$ cat config.mk
export PLATFORM = sky130hd
export DESIGN_NAME = motor_arming_sequencer
export DESIGN_NICKNAME = d
export VERILOG_FILES = /design/src/sv/mas_pkg.sv /design/src/sv/motor_arming_sequencer.sv
export SDC_FILE = /design/constraint.sdc
export NUM_CORES = 1
export LEC_CHECK = 0
export ABC_AREA = 1
export BUFFER_PORTS_ARGS = -buffer_cell sky130_fd_sc_hd__buf_2
export CAP_MARGIN = 10
export CORE_ASPECT_RATIO = 1.75
export CORE_MARGIN = 5
export CORE_UTILIZATION = 45
export DETAILED_ROUTE_END_ITERATION = 16
export SLEW_MARGIN = 10
export SYNTH_ARGS = -nofsm -noshare
export SYNTH_HDL_FRONTEND = slang
export SYNTH_SLANG_ARGS = --single-unit
$ cat constraint.sdc
create_clock -name clk -period 10.7 [get_ports clk]
set_input_delay 0.535 -clock clk [delete_from_list [all_inputs] [get_ports clk]]
set_output_delay 0.535 -clock clk [all_outputs]
set_load 0.02 [all_outputs]
$ cat src/sv/mas_pkg.sv
package mas_pkg;

  // stick command width
  localparam int unsigned STICK_BITS = 16;

  // configuration port
  localparam int unsigned CFG_IDX_W  = 2;
  localparam int unsigned CFG_DATA_W = 8;
  localparam logic [CFG_IDX_W-1:0] CFG_HOLD_OFF    = 2'd0;
  localparam logic [CFG_IDX_W-1:0] CFG_FIRST_CHECK = 2'd1;
  localparam logic [CFG_IDX_W-1:0] CFG_FINAL_CHECK = 2'd2;

  localparam logic [CFG_DATA_W-1:0] HOLD_OFF_RST    = 8'd80;
  localparam logic [CFG_DATA_W-1:0] FIRST_CHECK_RST = 8'd21;
  localparam logic [CFG_DATA_W-1:0] FINAL_CHECK_RST = 8'd41;

  // failsafe scale 99/100: floor(t*99/100) == (t * ceil(2^30/100) * 99) >> 30 for 16-bit t
  localparam int unsigned SCALE_SHIFT = 30;
  localparam int unsigned SCALE_W     = 30;
  localparam logic [SCALE_W-1:0] SCALE_MUL = 30'd1063004481;
  localparam int unsigned PROD_W = STICK_BITS + SCALE_W;

  // item opcodes
  typedef enum logic [1:0] {
    OP_FRAME   = 2'd0,
    OP_OVR_ON  = 2'd1,
    OP_OVR_OFF = 2'd2,
    OP_UNUSED  = 2'd3
  } op_t;

  // arming mode
  typedef enum logic [3:0] {
    M_AWAIT      = 4'd0,
    M_DISABLED   = 4'd1,
    M_ENABLING   = 4'd2,
    M_LOCKED     = 4'd3,
    M_ENABLED    = 4'd4,
    M_FAIL_STAB  = 4'd5,
    M_FAIL_ANGLE = 4'd6,
    M_FAIL_RX    = 4'd7,
    M_OVERRIDE   = 4'd8
  } mode_t;

  // status bit positions
  localparam int unsigned ST_IDLE     = 0;
  localparam int unsigned ST_ARMING   = 1;
  localparam int unsigned ST_NO_SIG   = 2;
  localparam int unsigned ST_ARMED    = 3;
  localparam int unsigned ST_OVERRIDE = 4;

  // failure codes
  localparam logic [1:0] FAIL_NONE  = 2'd0;
  localparam logic [1:0] FAIL_STAB  = 2'd1;
  localparam logic [1:0] FAIL_ANGLE = 2'd2;
  localparam logic [1:0] FAIL_ARM   = 2'd3;

  typedef struct packed {
    logic [1:0]                   op;
    logic                         rx_timeout;
    logic                         arm_switch_low;
    logic [STICK_BITS-1:0]        throttle_in;
    logic signed [STICK_BITS-1:0] pitch_in;
    logic signed [STICK_BITS-1:0] roll_in;
    logic signed [STICK_BITS-1:0] yaw_in;
    logic                         is_upright;
    logic                         is_stable;
  } in_t;

  typedef struct packed {
    logic [STICK_BITS-1:0]        throttle_out;
    logic signed [STICK_BITS-1:0] pitch_out;
    logic signed [STICK_BITS-1:0] roll_out;
    logic signed [STICK_BITS-1:0] yaw_out;
    logic [3:0]                   mode_code;
    logic                         motors_on;
    logic [4:0]                   status_bits;
    logic [1:0]                   fail_code;
    logic                         calibrate_request;
    logic                         log_open_request;
    logic                         log_close_request;
  } out_t;

endpackage

$ cat src/sv/motor_arming_sequencer.sv
// Channel   Direction  Handshake          Payload
// in_       input      in_valid/in_stall   mas_pkg::in_t  (one frame or override op)
// out_      output     out_valid/out_stall mas_pkg::out_t (one result per item)
// cfg_      input      cfg_valid/cfg_ready cfg_index, cfg_data (always ready)
//
// One item per cycle sustained without out_stall; each result passes the input register,
// then one mode update into the result register.
// The mode, counters and motor flag change in the cycle the item leaves the input register.
// Reset (rst_n low, synchronous) empties both registers, sets mode to await-disarm,
// clears counters and loads the default configuration.
// A stalled result holds; the input register still fills behind it, then in_stall rises.
module motor_arming_sequencer (
  input  logic                                clk,
  input  logic                                rst_n,
  input  logic                                in_valid,
  output logic                                in_stall,
  input  mas_pkg::in_t                        in_data,
  output logic                                out_valid,
  input  logic                                out_stall,
  output mas_pkg::out_t                       out_data,
  input  logic                                cfg_valid,
  output logic                                cfg_ready,
  input  logic [mas_pkg::CFG_IDX_W-1:0]       cfg_index,
  input  logic [mas_pkg::CFG_DATA_W-1:0]      cfg_data
);

  // configuration registers
  logic [mas_pkg::CFG_DATA_W-1:0] hold_off_frames_r, first_check_r, final_check_r;

  // pipeline registers
  logic          s1_valid_r;
  mas_pkg::in_t  s1_r;
  logic          out_valid_r;
  mas_pkg::out_t out_r;

  // arming state
  mas_pkg::mode_t mode_r, mode_nxt;
  logic [7:0]     cnt_r, cnt_nxt;
  logic           mot_r, mot_nxt;
  logic [7:0]     hold_r, hold_nxt;
  mas_pkg::out_t  res_nxt;

  logic s1_adv, in_acc;

  assign cfg_ready = 1'b1;
  assign s1_adv    = s1_valid_r && (!out_valid_r || !out_stall);
  assign in_stall  = s1_valid_r && !s1_adv;
  assign in_acc    = in_valid && !in_stall;
  assign out_valid = out_valid_r;
  assign out_data  = out_r;

  // config writes
  always_ff @(posedge clk) begin
    if (!rst_n) begin
      hold_off_frames_r <= mas_pkg::HOLD_OFF_RST;
      first_check_r     <= mas_pkg::FIRST_CHECK_RST;
      final_check_r     <= mas_pkg::FINAL_CHECK_RST;
    end else if (cfg_valid && cfg_ready) begin
      unique case (cfg_index)
        mas_pkg::CFG_HOLD_OFF:    hold_off_frames_r <= cfg_data;
        mas_pkg::CFG_FIRST_CHECK: first_check_r     <= cfg_data;
        mas_pkg::CFG_FINAL_CHECK: final_check_r     <= cfg_data;
        default: ;
      endcase
    end
  end

  // failsafe throttle scaling
  logic [mas_pkg::PROD_W-1:0]     scale_prod;
  logic [mas_pkg::STICK_BITS-1:0] thr_scaled;
  assign scale_prod = {{mas_pkg::SCALE_W{1'b0}}, s1_r.throttle_in}
                    * {{mas_pkg::STICK_BITS{1'b0}}, mas_pkg::SCALE_MUL};
  assign thr_scaled = scale_prod[mas_pkg::SCALE_SHIFT +: mas_pkg::STICK_BITS];

  // mode update and stick gating for the item in the input register
  always_comb begin
    mas_pkg::mode_t m;
    logic [mas_pkg::STICK_BITS-1:0] thr, pit, rol, yaw;
    logic [7:0] cnt, hold;
    logic mot, cal, lopen, lclose, gate;

    m = mode_r;
    cnt = cnt_r;
    hold = hold_r;
    mot = mot_r;
    cal = 1'b0;
    lopen = 1'b0;
    lclose = 1'b0;
    gate = 1'b0;
    thr = s1_r.throttle_in;
    pit = s1_r.pitch_in;
    rol = s1_r.roll_in;
    yaw = s1_r.yaw_in;

    if (mas_pkg::op_t'(s1_r.op) != mas_pkg::OP_FRAME) begin
      // override commands; any non-frame op zeroes the sticks
      if (mas_pkg::op_t'(s1_r.op) == mas_pkg::OP_OVR_ON) begin
        m = mas_pkg::M_OVERRIDE;
      end else if (mas_pkg::op_t'(s1_r.op) == mas_pkg::OP_OVR_OFF
                   && m == mas_pkg::M_OVERRIDE) begin
        m = mas_pkg::M_AWAIT;
      end
      thr = '0;
      pit = '0;
      rol = '0;
      yaw = '0;
    end else begin
      // receiver link
      if (s1_r.rx_timeout) begin
        if (m != mas_pkg::M_OVERRIDE) m = mas_pkg::M_FAIL_RX;
      end else if (m == mas_pkg::M_FAIL_RX) begin
        m = mas_pkg::M_AWAIT;
      end

      // arm switch
      unique case (m)
        mas_pkg::M_OVERRIDE: ;
        mas_pkg::M_DISABLED: begin
          if (s1_r.arm_switch_low) begin
            m = mas_pkg::M_ENABLING;
            cnt = '0;
          end
        end
        mas_pkg::M_LOCKED: begin
          if (!s1_r.arm_switch_low) m = mas_pkg::M_DISABLED;
          else if (s1_r.throttle_in == '0) m = mas_pkg::M_ENABLED;
        end
        mas_pkg::M_FAIL_RX: thr = thr_scaled;
        default: begin
          if (!s1_r.arm_switch_low) m = mas_pkg::M_DISABLED;
        end
      endcase

      // enabling count and checkpoints
      if (m == mas_pkg::M_ENABLING) begin
        if (!mot) begin
          if (cnt == '0) begin
            cnt = 8'd1;
          end else begin
            cnt = cnt + 8'd1;
            if (!s1_r.is_upright) begin
              m = mas_pkg::M_FAIL_ANGLE;
            end else if (cnt == first_check_r) begin
              if (!s1_r.is_stable) m = mas_pkg::M_FAIL_STAB;
              else cal = 1'b1;
            end else if (cnt == final_check_r) begin
              if (!s1_r.is_stable) begin
                m = mas_pkg::M_FAIL_STAB;
              end else begin
                lopen = 1'b1;
                mot = 1'b1;
                m = mas_pkg::M_LOCKED;
              end
            end
          end
          hold = hold_off_frames_r;
        end
      end else if (m == mas_pkg::M_DISABLED) begin
        mot = 1'b0;
        lclose = 1'b1;
      end

      // hold-off and throttle gating
      if (!s1_r.rx_timeout) begin
        if (hold != '0) begin
          hold = hold - 8'd1;
          gate = 1'b1;
        end
        if (gate || thr == '0 || m == mas_pkg::M_LOCKED) begin
          thr = '0;
          pit = '0;
          rol = '0;
          yaw = '0;
        end
      end
    end

    mode_nxt = m;
    cnt_nxt = cnt;
    hold_nxt = hold;
    mot_nxt = mot;

    res_nxt.throttle_out = thr;
    res_nxt.pitch_out = pit;
    res_nxt.roll_out = rol;
    res_nxt.yaw_out = yaw;
    res_nxt.mode_code = m;
    res_nxt.motors_on = mot;
    res_nxt.status_bits = '0;
    res_nxt.fail_code = mas_pkg::FAIL_NONE;
    res_nxt.calibrate_request = cal;
    res_nxt.log_open_request = lopen;
    res_nxt.log_close_request = lclose;

    // status and failure decode
    unique case (m)
      mas_pkg::M_DISABLED:   res_nxt.status_bits[mas_pkg::ST_IDLE] = 1'b1;
      mas_pkg::M_ENABLING:   res_nxt.status_bits[mas_pkg::ST_ARMING] = 1'b1;
      mas_pkg::M_FAIL_RX:    res_nxt.status_bits[mas_pkg::ST_NO_SIG] = 1'b1;
      mas_pkg::M_ENABLED:    res_nxt.status_bits[mas_pkg::ST_ARMED] = 1'b1;
      mas_pkg::M_OVERRIDE:   res_nxt.status_bits[mas_pkg::ST_OVERRIDE] = 1'b1;
      mas_pkg::M_FAIL_STAB: begin
        res_nxt.status_bits[mas_pkg::ST_ARMING] = 1'b1;
        res_nxt.fail_code = mas_pkg::FAIL_STAB;
      end
      mas_pkg::M_FAIL_ANGLE: begin
        res_nxt.status_bits[mas_pkg::ST_ARMING] = 1'b1;
        res_nxt.fail_code = mas_pkg::FAIL_ANGLE;
      end
      default: begin
        // await disarm, throttle lock
        res_nxt.status_bits[mas_pkg::ST_ARMING] = 1'b1;
        res_nxt.fail_code = mas_pkg::FAIL_ARM;
      end
    endcase
  end

  // arming state register
  always_ff @(posedge clk) begin
    if (!rst_n) begin
      mode_r <= mas_pkg::M_AWAIT;
      cnt_r  <= '0;
      mot_r  <= 1'b0;
      hold_r <= '0;
    end else if (s1_adv) begin
      mode_r <= mode_nxt;
      cnt_r  <= cnt_nxt;
      mot_r  <= mot_nxt;
      hold_r <= hold_nxt;
    end
  end

  // pipeline control
  always_ff @(posedge clk) begin
    if (!rst_n) begin
      s1_valid_r  <= 1'b0;
      out_valid_r <= 1'b0;
    end else begin
      if (in_acc) s1_valid_r <= 1'b1;
      else if (s1_adv) s1_valid_r <= 1'b0;
      if (s1_adv) out_valid_r <= 1'b1;
      else if (!out_stall) out_valid_r <= 1'b0;
    end
  end

  // payload registers
  always_ff @(posedge clk) begin
    if (in_acc) s1_r <= in_data;
    if (s1_adv) out_r <= res_nxt;
  end

endmodule

Yosys cells after proc, flatten, opt, wreduce, memory -nomap -nowiden
Index checks and enable logic that the tools add are counted.

Add/subtract/negate cells: 2. $mul: 1. Eq/ne operators: 24. Multiplexer cells: 66. Bitwise operators: 4. Reduce and logical (&&, ||, !) cells: 28.

Operator list (number): $mux 16 (10); $mux 8 (11); $mux 4 (20); $mul 16x30->46 const B (1); $logic_not 16->1 (2); $eq 4x3->1 const B (6); $mux 1 (22); $eq 4x2->1 const B (4); $eq 8x8->1 (2); $eq 4x1->1 const B (3); $eq 4x4->1 const B (3); $pmux 4 s3 (1); $add 8x1->8 const B (1); $logic_not 8->1 (1); $reduce_and 2->1 (4); $reduce_bool 8->1 (1); $sub 8x1->8 const B (1); $pmux 2 s3 (1); $reduce_or 6->1 (1); $reduce_or 5->1 (1); $eq 2x1->1 const B (2); $eq 2x2->1 const B (2); $logic_and 1x1->1 (4); $logic_not 1->1 (4); other kinds (10) (17).

Flip-flop bits (word level): 196. Bits of input ports: 85. Output and inout port bits: 82. Logic and storage cells: 154.

Depth between registers and ports, before layout
Gate-level depths: netlist of the first run.

Word-level depth: 20. Depth in mapped cells: 32. Depth with buffers taken out: 31.

Worst setup path after synthesis of the first run
No wires, ideal clock.

Path type: register to register. Start: register s1_r[54] in the netlist's numbering. End: register out_r, in the netlist out_data[15] (data pin). Setup time: 275 ps. Data arrival time: 5873 ps. Required time: 10425 ps. Path slack: 4553 ps. Stages on the path, launching flop included: 29. Buffers on the path: 1. Period minus slack after synthesis: 6147 ps. Cell sequence: edfxtp_1 > fa_1 > inv_1 > fa_1 > fa_1 > inv_1 > fa_1 > fa_1 > inv_1 > fa_1 > inv_1 > ha_1 > nand2_1 > nor2_1 > inv_1 > nor2_1 > nand3_1 > or2_2 > nand2_1 > nand3_1 > nand3_1 > nand3_1 > nand2_1 > nand2_1 > nor2_1 > nand3_1 > nand3_4 > buf_6 > a21oi_2.

Longest elaborated chain between the ends: 16. Elaborated cells on any way between the ends: 29. Classes of those cells: mul: 1; eq/ne: 2; mux: 21; reduce/logical: 5.

Ends and longest elaborated chain: start, declared (line motor_arming_sequencer.sv:32) `mas_pkg::in_t s1_r;`; start signal, assigned (line motor_arming_sequencer.sv:248) `if (in_acc) s1_r <= in_data;`; parallel branches: the longest is 13 deep, another holds $mul 16x30->46; $logic_or 1x1->1 * (line motor_arming_sequencer.sv:169) `if (gate || thr == '0 || m == mas_pkg::M_LOCKED) begin`; $mux 16 * (line motor_arming_sequencer.sv:169); $mux 16 * (line motor_arming_sequencer.sv:164) `if (!s1_r.rx_timeout) begin`; end signal, assigned (line motor_arming_sequencer.sv:249) `if (s1_adv) out_r <= res_nxt;`; end, declared (line motor_arming_sequencer.sv:34) `mas_pkg::out_t out_r;`.

Mark *: on every way between the ends. The select of a mux whose other input is x is not followed. A chain may end at the register's enable or synchronous reset.

Worst setup path after layout of the first run
Start: register s1_r[57] in the netlist's numbering. End: register out_r, in the netlist out_data[21] (data pin).

Same word-level chain as after synthesis.

==> metrics.md, run 1 <==
| Metric | Value |
|---|---|
| Final Skew | 0.01253 ns |
| FF-to-FF End | out_data[21]$_SDFFCE_PN0P_ |
| Reg-to-Reg Start | s1_r[57]$_DFFE_PP_ |
| Row count | between 90 and 100 |
| Max cap viols | 0 |
| Die area | 39,670 um^2 |
| Sequential-to-total area share from yosys stat | 33.76% |
| Post-synth EDFFs | 149 |
| CTS tree | built |
| Post-Route WL | 46.92 mm |
| Residual DRC | 0 |
| Pin count of the biggest net entering global routing | slightly above 70 |
| Worst hold path class | in2reg |
| Tcrit/Tclk final | 74.34% |
| Worst R2R Setup Slack | roughly 2.7 ns |
| Cell Area, Synth | roughly 16,000 um^2 |
| PwrDens | 333.2 nW/um^2 |
| CP cell instances | fa_1, fa_1, fa_1, fa_1, fa_1, inv_1, fa_1, inv_1, ha_1, a21oi_1, inv_1, a21oi_1, o21ai_0, a21oi_1, nand2_1, a21o_1, nand2_1, nand3_1, o21ai_0, nand2_1, nor2_1, nand3_1, nand3_4, a21oi_1 |
| WP data required | 10.84 ns |
| Reg2Reg Depth | 24 |
| Slew headroom | 23.40% |
| Most frequent cell after synthesis | inv_1 |
| Hold endpoint | s1_r[43]$_DFFE_PP_ |
| Top FF cell, synth | edfxtp_1 |
| Hold Vio Cnt, Final | 0 |
| Antenna-violating nets left | 0 |
| Routed wire per std cell | between 15 and 20 um |
| Yosys reg bits | 196 |
| Total number of yosys warnings | 0 |
| Startpoint Class | flop |
| RSZ-0062 raised after global routing | no |
| Global-route wire length before repair | 72.98 mm |
| Status | complete, no violations |
| Power Total | 5.981 mW |
| CTS root buffer | clkbuf_16 |
| Post-CTS sizing | 0 |
| Critical path type | reg2reg |
| First DRT Iteration DRCs | 493 |
| # Post-CTS Setup Buffers | 0 |
| GPL Wtd Cong | 0.9900 |
| Port bufs | 165 |
| Dominant cells by area after synthesis | edfxtp_1, fa_1, ha_1 |
| # nets final | 2,283 |
| Hold_sp | in_data[43] |
| Core area | about 35,000 um^2 |
| Setup-failing EPs final | 0 |
| CP bufs+invs | 3 |
| Leak | ~8.5 nW |
| Distinct cell type count after synthesis | 49 |
| Clk Latency, worst-skew pair | approximately 0.44 ns |
| Critical Path AT | 8.09 ns |
| Number of global-route vias before repair | 13,440 |
| Max Root-Sink Buffers | 2 |
| Slowest stage cell, crit path | nand3_4 |
| Syn-to-layout area delta | 11.90% |
| Fin Setup TNS | 0 ns |
| Synth cell count leaders | inv_1, nand2_1, ha_1 |
| Hold_ws | 0.2609 ns |
| Initial antenna violation count | 2 |
| Post-Synthesis Cells | 1,737 |
| I/O pin cnt | 167 |
| Crit-path max FO | 64 |
| Critical path capture point type | flop |
| Peak VDD IR | 0.2526 mV |
| Diode count | 0 |
| Worst Hold Path Cells | 1 |
| Max frequency | 125.7 MHz |
| CP most frequent cell | fa_1 |
| Total track usage | 24.07% |
| DIE WIDTH | 152.7 um |
| Net Count, Synth | 2,127 |
| HPWL Detailed | 38.82 mm |
| Layout cell share with drive strength beyond 1 | 15.74% |
| Avg Inst Size Synth | approximately 9.2 um^2 |
| GRT Residual Overflow | 0 |
| Fill count | 3,397 |
| Initial Util | a little under half |
| CTS Buf Count | 17 |
| Largest area contributor in the netlist | edfxtp_1 |
| Worst Tran Pin Value | 1.149 ns |
| Clock-pin slew on the worst setup and hold paths | 0.08 ns |
| Hold-fix buffers, CTS | 0 |
| Synth top area share | between 20% and 30% |
| DR vias/cell | roughly 5.2 |
| CP peak stage delay | 0.85 ns |
| Pins Over Slew Limit | 0 |
| Critical path's top delay family | adder cells |
| Fin crit period | just under 8 ns |
| Via count | 12,350 |
| CTS sink count | 196 |
| Die Height | 259.8 um |
| DR pass1 iterations | 7 |
| H-tree levels | 4 |
| Post-synthesis async set-or-reset flop share | 0% |
==> flip-flops by register name (all words and copies together), names as in the netlist <==
register,flops
cnt_r,8
s1_r,70
final_check_r,8
hold_r,8
first_check_r,8
mode_r,4
s1_valid_r,1
out_valid,1
out_data,79
hold_off_frames_r,8
mot_r,1
==> per-layer routing <==
metal  share of wire, %  GRT usage (%)  vias to the layer above
met5              0.030              0                        -
met1                 32          22.03                     5888
met3                4.1          3.413                      157
li1                   -              -                     5936
met4                9.0          18.90                        4
met2                 55          46.63                      360
==> area by class of cell <==
cell class | count | area [um^2] | share of cell area [%]
sequential | 196 | 5415 | 30.17
multi-input combinational | 1151 | 9106 | 50.74
timing repair buffer | 171 | 870.8 | 4.852
inverter | 356 | 1340 | 7.466
clock buffer | 17 | 425.4 | 2.370
clock inverter | 15 | 209.0 | 1.164
tap | 465 | 581.8 | 3.242
==> per-stage QoR <==
stage,worst slack [ns],instances,instance area [um^2],utilization (%)
3_3_place_gp,2.788,2339,17310,49.05
5_1_grt,2.310,2371,17950,50.85
2_1_floorplan,4.553,1737,16040,-
6_report,2.746,2371,17950,50.85
4_1_cts,2.759,2371,17950,50.85
3_5_place_dp,2.793,2339,17310,49.05
==> cells by family after synthesis <==
| family | after synthesis | share of synthesized area, % |
|---|---|---|
| compound gates | 263 | 10.27 |
| xor+xnor | 14 | 0.7645 |
| fa+ha+maj | 305 | 30.25 |
| buf+inv | 390 | 9.556 |
| flops | 196 | 33.76 |
| other cells | 1 | 0.02338 |
| simple gates | 568 | 15.38 |
==> worst max path at each step <==
| stage | start | end | cells past startpoint |
|---|---|---|---|
| detailed placement | s1_r[57]$_DFFE_PP_ | out_data[24]$_SDFFCE_PN0P_ | 24 |
| CTS | s1_r[57]$_DFFE_PP_ | out_data[21]$_SDFFCE_PN0P_ | 24 |
| global placement | s1_r[61]$_DFFE_PP_ | out_data[23]$_SDFFCE_PN0P_ | 23 |
| global route | s1_r[57]$_DFFE_PP_ | out_data[22]$_SDFFCE_PN0P_ | 24 |
| finish | s1_r[57]$_DFFE_PP_ | out_data[21]$_SDFFCE_PN0P_ | 24 |
| floorplan | s1_r[54]$_DFFE_PP_ | out_data[15]$_SDFFCE_PN0P_ | 28 |
==> report_power, final <==
group	internal (mW)	switching, mW
clock network	0.359	0.326
logic	1.52	2.87
registers	0.878	0.0283
total	2.75	3.23
==> layout by cell type (no fill, tap or decap), types with 5 or more instances in the layout <==
master / netlist / routed
or2_2: 7 / 7
fa_1: 138 / 138
edfxtp_1: 149 / 149
nand4_1: 16 / 16
clkbuf_16: 0 / 17
xnor2_1: 5 / 5
clkinv_8: 0 / 5
nand3_1: 89 / 89
ha_1: 167 / 167
buf_2: 1 / 165
nand3b_1: 6 / 6
a21oi_1: 80 / 80
nor3_1: 16 / 16
o21ai_0: 74 / 74
xor2_1: 9 / 9
o211ai_1: 6 / 6
dfxtp_1: 47 / 47
nand2_2: 11 / 11
nand2_1: 286 / 286
inv_1: 349 / 348
nor2_1: 121 / 119
nor2_4: 4 / 6
buf_4: 2 / 6
a21oi_2: 61 / 61
a31oi_1: 17 / 17
Note: power is estimated with default switching activity, not from simulation.
==> inputs of run 2 (changes only) <==
==> constraint.sdc (replaced) <==
create_clock -name clk -period 7.4 [get_ports clk]
set_input_delay 0.37 -clock clk [delete_from_list [all_inputs] [get_ports clk]]
set_output_delay 0.37 -clock clk [all_outputs]
set_load 0.02 [all_outputs]
==> metrics.md, run 2 (synthesis gave the netlist of run 1 again) <==
| Metric | Value |
|---|---|
| Status | complete, no violations |
| Initial Util | 45.44% (unchanged) |
| Port bufs | 165 (unchanged) |
| Pin count of the biggest net entering global routing | 71 (unchanged) |
| Residual DRC | 0 (unchanged) |
| RSZ-0062 raised after global routing | no |
| HPWL Detailed | 37.89 mm (-2.4%) |
| Syn-to-layout area delta | 13.14% |
| Startpoint Class | flop |
| CTS tree | built |
| Antenna-violating nets left | 0 (unchanged) |
| Layout cell share with drive strength beyond 1 | 16.93% (+1.2 points) |
| Reg-to-Reg Start | s1_r[51]$_DFFE_PP_ |
| Clock-pin slew on the worst setup and hold paths | 0.09 ns (about the same) |
| Max frequency | 143.9 MHz (+14%) |
| GPL Wtd Cong | 0.9950 (+0.51%) |
| Critical path type | reg2reg |
| Slew headroom | 32.76% (+9.4 points) |
| Final core utilization | 51.41% (+0.56 points) |
| First DRT Iteration DRCs | 622 (+26%) |
| Via count | 12,500 (+1.2%) |
| Final Cell Area | 18,150 um^2 (+1.1%) |
| CTS root buffer | clkbuf_16 |
| Fin Setup TNS | 0 ns (unchanged) |
| CTS sink count | 196 (unchanged) |
| FF-to-FF End | out_data[71]$_SDFFCE_PN0P_ |
| H-tree levels | 4 (unchanged) |
| Worst hold path class | in2reg |
| Fin crit period | 6.948 ns (-1.006 ns) |
| Placed cell area | 17,510 um^2 (+1.1%) |
| Post-Route WL | 45.96 mm (-2.0%) |
| Routed wire per std cell | 19.18 um (-3.1%) |
| Global-route wire length before repair | 73.21 mm (+0.31%) |
| Worst Hold Path Cells | 1 (unchanged) |
| DR vias/cell | 5.216 (+0.18%) |
| CP bufs+invs | 7 (+4) |
| Reg2Reg Depth | 30 (+25%) |
| Tcrit/Tclk final | 93.89% (+20 points) |
| Critical Path AT | 7.12 ns (-0.97 ns) |
| Total track usage | 23.75% (-0.32 points) |
| Hold Vio Cnt, Final | 0 (unchanged) |
| Diode count | 0 (unchanged) |
| Setup-failing EPs final | 0 (unchanged) |
| Most frequent cells in the layout | inv_1, nand2_1, ha_1, buf_2, edfxtp_1 |
| Critical path capture point type | flop |
| Die area | 39,670 um^2 (unchanged) |
| Commonest non-fill, non-tap cell in the layout | inv_1 |
| GRT Residual Overflow | 0 (unchanged) |
| I/O pin cnt | 167 (unchanged) |
| Number of global-route vias before repair | 13,520 (+0.59%) |
| Hold-fix buffers, CTS | 0 (unchanged) |
| Leak | 8.661 nW (+1.4%) |
| Max cap viols | 0 (unchanged) |
| CP most frequent cell | inv_1 |
| WP data required | 7.57 ns (-3.27 ns) |
| Worst R2R Setup Slack | 0.45 ns (-2.29 ns) |
| Peak VDD IR | 0.4341 mV (+72%) |
| Crit-path max FO | 35 (-45%) |
| Row count | 91 (unchanged) |
| CTS Buf Count | 17 (unchanged) |
| Initial antenna violation count | 1 (-1) |
| DIE WIDTH | 152.7 um (unchanged) |
| Final Skew | 0.01762 ns (+0.005096 ns) |
| Slowest stage cell, crit path | fa_1 |
| CP peak stage delay | 0.59 ns (-0.26 ns) |
| Core area | 35,300 um^2 (unchanged) |
| PwrDens | 477.9 nW/um^2 (+43%) |
| Hold_sp | in_data[41] |
| Hold endpoint | s1_r[41]$_DFFE_PP_ |
| Largest register FFs | 79 (unchanged) |
| # nets final | 2,308 (+1.1%) |
| Die Height | 259.8 um (unchanged) |
| Pins Over Slew Limit | 0 (unchanged) |
| Max Root-Sink Buffers | 2 (unchanged) |
| Worst Tran Pin Value | 1.009 ns (-0.1404 ns) |
| DR pass1 iterations | 5 (-2) |
| Critical path's top delay family | adder cells |
| Clk Latency, worst-skew pair | 0.45 ns (about the same) |
run 2: cell types whose count changed in the layout (fill, tap and decap cells not counted):
cell	delta
buf_4	+23
buf_12	+2
clkinv_1	-1
clkinvlp_4	+1
inv_12	+4
clkinv_8	-2
bufinv_16	-2
inv_1	-1
inv_8	+2
clkinv_4	+1
inv_6	-2
run 2: how the worst max path moves through the flow:
stage / from / to / slack, ns / depth (start not counted)
floorplan: s1_r[54]$_DFFE_PP_ / out_data[15]$_SDFFCE_PN0P_ / 1.25 / 28
global placement: s1_r[55]$_DFFE_PP_ / out_data[66]$_SDFFCE_PN0P_ / 0.45 / 30
detailed placement: s1_r[55]$_DFFE_PP_ / out_data[69]$_SDFFCE_PN0P_ / 0.37 / 30
CTS: s1_r[55]$_DFFE_PP_ / out_data[56]$_SDFFCE_PN0P_ / 0.34 / 30
global route: s1_r[51]$_DFFE_PP_ / out_data[71]$_SDFFCE_PN0P_ / 0.03 / 30
finish: s1_r[51]$_DFFE_PP_ / out_data[71]$_SDFFCE_PN0P_ / 0.45 / 30
run 2: cell type report:
type | count | area [um^2]
clock buffers | 17 | 425.4
clock inverters | 15 | 191.4
fillers | 3364 | 17150
inverters | 356 | 1344
multi-input cells | 1151 | 9106
flip-flops and latches | 196 | 5415
well taps | 465 | 581.8
repair buffers | 196 | 1084
run 2: per-stage QoR:
stage / hold slack [ns] / instances / power [mW] / worst slack [ns]
final: 0.09053 / 2396 / 8.673 / 0.4522
after CTS: 0.06646 / 2394 / 8.711 / 0.3398
after floorplan: 0.4292 / 1737 / 5.751 / 1.253
after detailed placement: 0.4589 / 2362 / 7.688 / 0.3729
after global routing: 0.06205 / 2396 / 9.581 / 0.03375
after global placement: 0.4519 / 2362 / 7.686 / 0.4540
run 2: what timing repair did:
action,CTS,global route
resized for setup,0,1
setup buffers,0,2
setup endpoints to repair,0,45
hold endpoints to repair,0,0
run 2: per-layer routing:
metal  global-route usage, %  vias up  wire, um
li1                        -     5998         -
met2                   47.41      298     26300
met3                   2.980      117      1346
met4                   14.47        2      3218
met5                       0        -        13
met1                   22.58     6083     15090
run 2: where the power goes:
part           switching, mW  internal [mW]  total [mW]  leakage [nW]
clock network          0.501          0.468       0.969         0.292
registers             0.0349           1.27        1.30          1.84
logic                   4.10           2.30        6.40          6.53
total                   4.64           4.03        8.67          8.66
